`config.mk`:
```
export PLATFORM = sky130hd
export DESIGN_NAME = linked_event_queue_with_free_list
export DESIGN_NICKNAME = d
export VERILOG_FILES = /design/src/design/leq_pkg.sv /design/src/design/linked_event_queue_with_free_list.sv
export SDC_FILE = /design/constraint.sdc
export NUM_CORES = 1
export LEC_CHECK = 0
export BUFFER_PORTS_ARGS = -buffer_cell sky130_fd_sc_hd__buf_4
export CAP_MARGIN = 20
export CORE_AREA = 2 2 267 296
export CTS_CLUSTER_SIZE = 16
export DETAILED_ROUTE_END_ITERATION = 10
export DIE_AREA = 0 0 269 298
export GPL_TIMING_DRIVEN = 0
export SETUP_SLACK_MARGIN = 0.4
export SLEW_MARGIN = 5
export SYNTH_ARGS = -nofsm -noshare
export SYNTH_HDL_FRONTEND = slang
export SYNTH_SLANG_ARGS = --single-unit
```
`constraint.sdc`:
```
create_clock -name clock -period 13.6 [get_ports clock]
set_clock_uncertainty 0.1 [all_clocks]
set_input_delay 2.04 -clock clock [delete_from_list [all_inputs] [get_ports clock]]
set_output_delay 2.04 -clock clock [all_outputs]
set_load 0.03 [all_outputs]
```
`src/design/leq_pkg.sv`:
```
// ----------------------------------------------------------------------------
// leq_pkg: shared types and constants of the linked event queue
// Pool geometry, pointer and word formats, status codes and the reset
// value of the link store.
// ----------------------------------------------------------------------------
package leq_pkg;

   // Pool geometry.
   localparam int POOL_DEPTH = 16;
   localparam int IDX_W      = (POOL_DEPTH > 1) ? $clog2(POOL_DEPTH) : 1;
   localparam logic [IDX_W-1:0] LAST_IDX = IDX_W'(POOL_DEPTH - 1);

   // Result status codes.
   localparam logic [1:0] ST_OK    = 2'd0;
   localparam logic [1:0] ST_FULL  = 2'd1;
   localparam logic [1:0] ST_EMPTY = 2'd2;

   // Operation codes.
   localparam logic MODE_ENQ = 1'b0;
   localparam logic MODE_DEQ = 1'b1;

   // A pool pointer: an index with a valid bit, where a clear bit is null.
   typedef struct packed {
      logic             vld;
      logic [IDX_W-1:0] idx;
   } ptr_type;

   // Input word.
   typedef struct packed {
      logic               mode;
      logic signed [31:0] event_value;
   } req_type;

   // Result word.
   typedef struct packed {
      logic [1:0]         status;
      logic signed [31:0] event_out;
   } rsp_type;

   // Sequencer states.
   typedef enum logic {
      FSM_IDLE,
      FSM_BUSY
   } fsm_type;

   // Link held by an entry that has not been written since reset.
   function automatic ptr_type reset_link(input logic [IDX_W-1:0] idx);
      ptr_type p;
      p.vld = (idx != LAST_IDX);
      p.idx = IDX_W'(idx + 1'b1);
      return p;
   endfunction

endpackage

```
`src/design/linked_event_queue_with_free_list.sv`:
```
// ----------------------------------------------------------------------------
// linked_event_queue_with_free_list: FIFO of event identifiers in a linked pool
// A word is accepted in idle, which registers the link and data store reads;
// once the result side is free, the busy state updates pointers and result.
// A dequeue writes its link then, an enqueue at accept. No new word is taken
// until the last completes, as the next free or front pointer waits for the
// link store read. Reset is synchronous and takes effect at once: per-entry
// valid bits make untouched links read as the in-order free chain.
// ----------------------------------------------------------------------------
module linked_event_queue_with_free_list
   import leq_pkg::*;
(
   input  logic    clock,
   input  logic    reset,
   input  logic    req_valid,
   output logic    req_ready,
   input  req_type req_data,
   output logic    rsp_valid,
   input  logic    rsp_ready,
   output rsp_type rsp_data
);

   // Storage.
   logic [31:0]     data_mem [POOL_DEPTH];
   ptr_type         link_mem [POOL_DEPTH];
   logic [POOL_DEPTH-1:0] link_vld_ff, link_vld_in;

   // Control and pointer registers.
   fsm_type     state_ff, state_in;
   ptr_type     free_head_ff, free_head_in;
   ptr_type     front_ff, front_in;
   ptr_type     back_ff, back_in;
   logic        mode_ff, mode_in;
   logic [1:0]  status_ff, status_in;
   logic        rsp_valid_ff, rsp_valid_in;
   rsp_type     rsp_data_ff, rsp_data_in;

   // Registered read port state.
   ptr_type          link_rd_ff;
   logic             link_rd_vld_ff;
   logic [IDX_W-1:0] link_rd_addr_ff;
   logic [31:0]      data_rd_ff;

   logic             accept;
   logic             complete;
   logic             enq_ok;
   logic             deq_ok;
   logic [IDX_W-1:0] rd_addr;
   logic             link_we;
   logic [IDX_W-1:0] link_waddr;
   ptr_type          link_wdata;
   ptr_type          link_rdata;

   assign accept    = req_valid && req_ready;
   assign req_ready = (state_ff == FSM_IDLE);
   assign complete  = (state_ff == FSM_BUSY) && (!rsp_valid_ff || rsp_ready);
   assign enq_ok    = (req_data.mode == MODE_ENQ) && free_head_ff.vld;
   assign deq_ok    = (req_data.mode == MODE_DEQ) && front_ff.vld;

   // An enqueue reads the free head's link, a dequeue the front's.
   assign rd_addr = (req_data.mode == MODE_ENQ) ? free_head_ff.idx : front_ff.idx;

   // A link never written since reset reads as the in-order free chain.
   assign link_rdata = link_rd_vld_ff ? link_rd_ff : reset_link(link_rd_addr_ff);

   // Link writes: an enqueue chains the new entry after the back at accept;
   // a dequeue pushes the old front onto the free list at completion.
   always_comb begin
      link_we    = 1'b0;
      link_waddr = back_ff.idx;
      link_wdata = free_head_ff;
      if (accept && enq_ok && back_ff.vld) begin
         link_we    = 1'b1;
         link_waddr = back_ff.idx;
         link_wdata = free_head_ff;
      end else if (complete && (mode_ff == MODE_DEQ) && (status_ff == ST_OK)) begin
         link_we    = 1'b1;
         link_waddr = front_ff.idx;
         link_wdata = free_head_ff;
      end
   end

   // Link store with registered read.
   always_ff @(posedge clock) begin
      if (link_we) begin
         link_mem[link_waddr] <= link_wdata;
      end
      if (accept) begin
         link_rd_ff      <= link_mem[rd_addr];
         link_rd_vld_ff  <= link_vld_ff[rd_addr];
         link_rd_addr_ff <= rd_addr;
      end
   end

   // Data store with registered read.
   always_ff @(posedge clock) begin
      if (accept && enq_ok) begin
         data_mem[free_head_ff.idx] <= req_data.event_value;
      end
      if (accept) begin
         data_rd_ff <= data_mem[front_ff.idx];
      end
   end

   // Per-entry link valid bits.
   always_comb begin
      link_vld_in = link_vld_ff;
      if (link_we) begin
         link_vld_in[link_waddr] = 1'b1;
      end
   end

   // Next state, pointer updates and result.
   always_comb begin
      state_in     = state_ff;
      free_head_in = free_head_ff;
      front_in     = front_ff;
      back_in      = back_ff;
      mode_in      = mode_ff;
      status_in    = status_ff;
      rsp_valid_in = rsp_valid_ff && !rsp_ready;
      rsp_data_in  = rsp_data_ff;
      unique case (state_ff)
         FSM_IDLE: begin
            if (accept) begin
               mode_in  = req_data.mode;
               state_in = FSM_BUSY;
               if (req_data.mode == MODE_ENQ) begin
                  status_in = enq_ok ? ST_OK : ST_FULL;
               end else begin
                  status_in = deq_ok ? ST_OK : ST_EMPTY;
               end
            end
         end
         FSM_BUSY: begin
            if (complete) begin
               state_in              = FSM_IDLE;
               rsp_valid_in          = 1'b1;
               rsp_data_in.status    = status_ff;
               rsp_data_in.event_out = '0;
               if (status_ff == ST_OK) begin
                  if (mode_ff == MODE_ENQ) begin
                     free_head_in = link_rdata;
                     back_in      = free_head_ff;
                     if (!back_ff.vld) begin
                        front_in = free_head_ff;
                     end
                  end else begin
                     rsp_data_in.event_out = data_rd_ff;
                     free_head_in          = front_ff;
                     // The back entry's link may be stale, so its end is
                     // found by comparing with the back pointer.
                     if (front_ff.idx == back_ff.idx) begin
                        front_in = '0;
                        back_in  = '0;
                     end else begin
                        front_in = link_rdata;
                     end
                  end
               end
            end
         end
         default: begin
            state_in = FSM_IDLE;
         end
      endcase
   end

   // Control registers.
   always_ff @(posedge clock) begin
      if (reset) begin
         state_ff         <= FSM_IDLE;
         free_head_ff.vld <= 1'b1;
         free_head_ff.idx <= '0;
         front_ff         <= '0;
         back_ff          <= '0;
         rsp_valid_ff     <= 1'b0;
         link_vld_ff      <= '0;
      end else begin
         state_ff     <= state_in;
         free_head_ff <= free_head_in;
         front_ff     <= front_in;
         back_ff      <= back_in;
         rsp_valid_ff <= rsp_valid_in;
         link_vld_ff  <= link_vld_in;
      end
   end

   // Payload registers.
   always_ff @(posedge clock) begin
      mode_ff     <= mode_in;
      status_ff   <= status_in;
      rsp_data_ff <= rsp_data_in;
   end

   assign rsp_valid = rsp_valid_ff;
   assign rsp_data  = rsp_data_ff;

   // An accepted word keeps the input closed for the next cycle.
   a_busy_after_accept: assert property (@(posedge clock) disable iff (reset)
      accept |=> !req_ready)
      else $error("input accepted twice in a row");

   // The front and back pointers are null together.
   a_front_back_null: assert property (@(posedge clock) disable iff (reset)
      front_ff.vld == back_ff.vld)
      else $error("queue front and back disagree on empty");

   // A new result only appears out of the busy state.
   a_rsp_from_busy: assert property (@(posedge clock) disable iff (reset)
      $rose(rsp_valid_ff) |-> $past(state_ff == FSM_BUSY))
      else $error("result raised outside busy state");

   // A failed status never carries an identifier.
   a_fail_no_event: assert property (@(posedge clock) disable iff (reset)
      rsp_valid_ff && (rsp_data_ff.status != ST_OK) |-> rsp_data_ff.event_out == '0)
      else $error("failed result carries an identifier");

endmodule

```
# ---- Word-level counts from Yosys, hierarchy flattened
# Memory sizes are Yosys's and may differ from the RTL's. A register that Yosys moved wholly into a read port is not among the register bits.
# Index checks and enable logic that the tools add are counted.
dict set report totals {
  regBits 75
  ram_bits 592
  input_bits 37
  out_inout_bits 36
  word_cells 76
  mem_count 2
}
# memory depth width rd rd_ports_with_merged_regs wr line
set memory_table {}
lappend memory_table {data_mem 16 32 1 1 1 linked_event_queue_with_free_list.sv:24} ;# logic [31:0] data_mem [POOL_DEPTH];
lappend memory_table {link_mem 16 5 1 1 1 linked_event_queue_with_free_list.sv:25} ;# ptr_type link_mem [POOL_DEPTH];
dict set report op_classes {
  addsub 1
  order_cmp 3
  eq_ne 4
  mux 28
  bitwise 3
  reduce_logical 20
}
# op count
set ops {}
lappend ops {{5-bit 2-to-1 mux} 7}
lappend ops {{16-bit bitwise OR} 1}
lappend ops {{1-bit 2-to-1 mux} 13}
lappend ops {{4-bit 2-to-1 mux} 3}
lappend ops {{1-bit logical AND} 10}
lappend ops {{4-bit by 5-bit < comparator with 1-bit output (second input constant)} 2}
lappend ops {{4-bit AND reduction} 2}
lappend ops {{2-bit AND reduction} 3}
lappend ops {{4-bit by 1-bit adder with 4-bit output (second input constant)} 1}
lappend ops {{1-bit binary-select mux with 4-bit select} 1}
lappend ops {{1-bit demux with 4-bit select} 1}
lappend ops {{4-bit equality test} 1}
lappend ops {{4-bit by 1-bit greater-or-equal comparator with 1-bit output (second input constant)} 1}
lappend ops {{2-bit 2-to-1 mux} 2}
lappend ops {{2-bit by 1-bit inequality test with 1-bit output (second input constant)} 2}
lappend ops {{4-bit inequality test (second input constant)} 1}
lappend ops {{3-bit AND reduction} 1}
lappend ops {{1-bit zero test} 2}
lappend ops {{2-bit zero test} 1}
lappend ops {{1-bit NOT} 2}
lappend ops {{1-bit case mux with 2 select lines} 1}
lappend ops {{1-bit logical OR} 1}

# ---- Longest topological paths before layout
dict set report logic_depth {
  depth_word 12
  ltp_mapped 8
  mapped_depth_nobuf 6
}

# ---- Worst setup path after synthesis
# No wires, ideal clock.
dict set report synth_timing {
  path_kind {input to register}
  start {input req_valid}
  end {memory data_mem[1][0] (enable)}
  setup_time_ns 0.461
  t_arrival_ns 6.829
  required_ns 13.039
  path_slack_ns 6.210
  stages 3
  n_path_buf 0
  path_cell_list {nor2b_1 nand4_1 nor3_1}
}
dict set report synth_between {
  elab_chain_len 4
}
# item line
set synth_lines {}
lappend synth_lines {{from (decl)} linked_event_queue_with_free_list.sv:15} ;# input logic req_valid,
lappend synth_lines {{1-bit logical AND} linked_event_queue_with_free_list.sv:54} ;# assign accept = req_valid && req_ready;
lappend synth_lines {{1-bit logical AND} linked_event_queue_with_free_list.sv:97} ;# if (accept && enq_ok) begin
lappend synth_lines {{1-bit 2-to-1 mux} linked_event_queue_with_free_list.sv:97}
lappend synth_lines {{1-bit 2-to-1 mux (not written as such)} linked_event_queue_with_free_list.sv:98} ;# data_mem[free_head_ff.idx] <= req_data.event_value;
lappend synth_lines {{to (decl)} linked_event_queue_with_free_list.sv:24}
# Every way passes these cells.

# ---- Final worst setup path
dict set report layout_timing {
  start {input req_valid}
  end {memory data_mem[1][25] (enable)}
}
dict set report layout_between {
  elab_chain_len 4
}
# item line
set layout_lines {}
lappend layout_lines {{1-bit logical AND} linked_event_queue_with_free_list.sv:54}
lappend layout_lines {{via accept} linked_event_queue_with_free_list.sv:44} ;# logic accept;
lappend layout_lines {{1-bit logical AND} linked_event_queue_with_free_list.sv:97}
lappend layout_lines {{1-bit 2-to-1 mux} linked_event_queue_with_free_list.sv:97}
lappend layout_lines {{1-bit 2-to-1 mux (not written as such)} linked_event_queue_with_free_list.sv:98}
# The timed path passes the listed nets, and every way through them passes these cells.

==> metrics.md <==
| Metric | Value |
|---|---|
| Clock slew at the register clock pins of the worst setup and hold paths | 0.06 ns |
| Post-route minimum period | 4.480 ns |
| Synth Area in XOR/XNOR | 0.001959 |
| Top_reg_cell synth | edfxtp_1 |
| DP HPWL | 38880 µm |
| DRT Pass-1 Iters | 5 |
| First-pass GRT wire length | 89680 µm |
| Global placer's final weighted congestion | 0.7882 |
| Seq pwr share | 0.542 |
| Pre-CTS WS | 8.512 ns |
| RR Startpoint | free_head_ff[4] |
| Sw Ratio | 0.2107 |
| Post-CTS resize count | 0 |
| Die width | 269 µm |
| Setup Viol. Count Final | 0 |
| Post-Synth Adder-Cell Area | 0.0004664 |
| Period utilisation layout | 0.3294 |
| Wire per inst | 24.83 µm |
| Compound-cell area share of the yosys netlist | 0.01754 |
| Boundary Pins | 73 |
| Unrepaired setup endpoints after global routing | no |
| Setup tns final | 0 ns |
| Cells after synthesis | 1204 |
| Tightest Pin Transition | 1.134 ns |
| Postcts setup bufs | 0 |
| Syn Std Cell Area | 26830 µm² |
| Number of filler cells placed in the layout | 6688 |
| Crit path kind | in2reg |
| Internal power | 3.525 mW |
| Rel. slew slack | 0.2374 |
| Worst Reg-to-Reg Cells | 5 |
| Slew Viols, Final | 0 |
| Max cap viols | 0 |
| Library cells used by synthesis | 42 |
| Clk buf depth | 3 |
| Largest net degree at the start of global routing | 23 |
| Kind of start point of the critical path | primary input |
| Status | finished, final reports clean |
| Setup ws final | 9.120 ns |
| R2R Setup Slk | 10.15 ns |
| IO buf count | 71 |
| Layout area overhead | 17.44% |
| Die height | 298 µm |
| Top cells by area, synth | edfxtp_1 (75%), mux4_2 (15%), dfxtp_1 (2.5%), and2_1 (1.1%), mux4_1 (0.78%) |
| Hold buffers post-CTS | 0 |
| Antenna diodes | 0 |
| Post-synth EDFFs | 671 |
| Final Total Pwr | 4.466 mW |
| Post-synth top area share | 0.7510 |
| Fin nets | 1422 |
| Synth warn | 0 |
| Routed WL | 61480 µm |
| CP Capture Type | register |
| Pwr Density | 141.8 nW/µm² |
| Async set-reset flop share out of synthesis | 0 |
| Largest family of logic cells by synthesized area | multiplexers |
| Iter 0 DRT Violations | 1264 |
| Vias/cell | 5.126 |
| Final core occ | 0.4093 |
| Vias in the first global route | 13220 |
| WHS Path Cells | 2 |
| Die area | 80160 µm² |
| Leak Pwr | 9.951 nW |
| CP required | 13.79 ns |
| Share of layout cells above drive strength 1 | 0.3019 |
| Vias | 12690 |
| Drt drc | 0 |
| H-tree depth | 3 |
| Mux cell area share after synthesis | 0.1612 |
| Hold path startpoint | link_vld_ff[11] |
| Root Driver | clkbuf_16 |
| # clock sinks | 704 |
| Clock power share | 0.409 |
| Power share of the combinational group | 0.050 |
| Syn_area_per_cell | 22.28 µm² |
| Worst skew pair latency | 0.60 ns |
| Post-synthesis sequential area ratio | 0.7757 |
| Largest area contributor in the netlist | edfxtp_1 |
| Simple-gate share of the synthesized area | 0.03041 |
| Max VDD drop | 0.07581 mV |
| Antenna violations before repair | 3 |
| CTS buffer count | 72 |
| Worst reg2reg endpoint | data_mem[0][25] |
| Endpoint, Worst Hold | link_vld_ff[11] |
| Seq cells post-synth | 704 |
| Post-Syn Nets | 1242 |
| Detail Route Antenna Nets | 0 |
| Arrival time worst endpoint | 4.67 ns |
| Final hold vios | 0 |
| Fmax | 223.2 MHz |
| Gr usage total | 0.1561 |
| Crit Path Max Fanout | 21 |
| Row count | 107 |
| Total grt overflow | 0 |
| Initial Util | 0.3485 |
| Hold Crit Class | reg2reg |
| Switch Pwr | 0.9412 mW |
| Core ar. | 76980 µm² |
| CTS tree | yes |
[sequential cells by signal (all words and copies together) (netlist names)]
| register | cells |
|---|---|
| link_rd_vld_ff | 1 |
| rsp_valid | 1 |
| mode_ff | 1 |
| free_head_ff | 5 |
| link_rd_ff | 5 |
| link_rd_addr_ff | 4 |
| state_ff | 1 |
| data_rd_ff | 32 |
| status_ff | 2 |
| data_mem | 512 |
| link_vld_ff | 16 |
| front_ff | 5 |
| link_mem | 80 |
| rsp_data | 34 |
| back_ff | 5 |
[cell type report]
class	instances	area (µm²)	share of cell area
Buffer	58	311.5	0.009888
Clock buffer	89	1929	0.06123
Clock inverter	42	229.0	0.007267
Inverter	8	30.03	0.0009531
Multi-Input combinational cell	434	5796	0.1839
Sequential cell	704	20810	0.6605
Tap cell	1035	1295	0.04110
Timing Repair Buffer	106	1107	0.03514
[kinds of logic (layout without fill, tap and decap cells)]
kind of cell	after synthesis	count (layout)
AOI/OAI and AO/OA	66	66
xor gates and xnor gates	6	6
adders and majority gates	1	1
buffers and inverters	66	303
DFF	704	704
muxes	201	201
and+or+nand+nor	160	160
[layout by cell type (no fill, tap or decap), types with 16 or more instances in the layout]
master / instances
mux4_2: 173
buf_4: 92
edfxtp_1: 671
nor2_1: 42
mux2i_1: 16
clkinv_1: 24
clkbuf_1: 39
and2_1: 48
dfxtp_1: 33
clkbuf_16: 75
a21oi_1: 26
nand2_1: 22
[worst max path at each step]
stage               startpoint         endpoint  depth (start not counted)
floorplan            req_valid   data_mem[1][0]                          3
global placement     req_valid  data_mem[1][18]                          4
detailed placement   req_valid  data_mem[1][18]                          8
CTS                  req_valid  data_mem[1][25]                          8
global route         req_valid  data_mem[1][25]                          8
finish               req_valid  data_mem[1][25]                          8
[per-layer routing]
layer / vias up / track usage / share of wire
met2: 397 / 0.2488 / 0.48
li1: 5390 / - / -
met5: - / 0 / 0.00057
met4: 6 / 0.04074 / 0.023
met1: 6796 / 0.2185 / 0.43
met3: 102 / 0.03240 / 0.063
[synthesized netlist by cell type (2+ instances only)]
| master | count |
|---|---|
| o21ai_0 | 7 |
| o211ai_1 | 3 |
| nand3b_1 | 2 |
| nand2_1 | 22 |
| dfxtp_1 | 33 |
| a211oi_1 | 6 |
| and2_1 | 49 |
| buf_2 | 15 |
| buf_6 | 4 |
| clkbuf_1 | 25 |
| o32ai_2 | 4 |
| mux2i_1 | 16 |
| inv_1 | 7 |
| nor3_1 | 5 |
| nand3_1 | 8 |
| mux2_2 | 2 |
| nor2_1 | 54 |
| buf_1 | 2 |
| a21oi_1 | 26 |
| edfxtp_1 | 671 |
| nand2b_1 | 12 |
| mux4_1 | 8 |
| mux4_2 | 173 |
| xor2_1 | 6 |
| nor2b_1 | 2 |
| a22oi_1 | 15 |
| buf_4 | 12 |
[stage by stage]
step	std cells	hold slack [ns]	instance area, µm²
after floorplan	1204	0.3284	26830
after global placement	2310	0.3391	28660
after detailed placement	2345	0.3554	29350
after CTS	2476	0.3689	31510
after global routing	2476	0.3924	31510
final	2476	0.3636	31510
[worst max-delay path: stages]
cell,delay (ns)
buf_4,0.09
nor2b_4,0.32
buf_12,0.24
buf_12,0.23
nand4_1,0.44
nor3_2,0.81
buf_6,0.25
buf_4,0.23
[power groups by stage]
stage	Clock, mW	Sequential (mW)	Combinational, mW
after floorplan	0	2.47	0.119
after global placement	0	2.47	0.212
after detailed placement	0	2.46	0.225
after CTS	1.86	2.42	0.226
after global routing	1.95	2.42	0.238
final	1.83	2.42	0.221
Note: power is estimated with default switching activity, not from simulation.
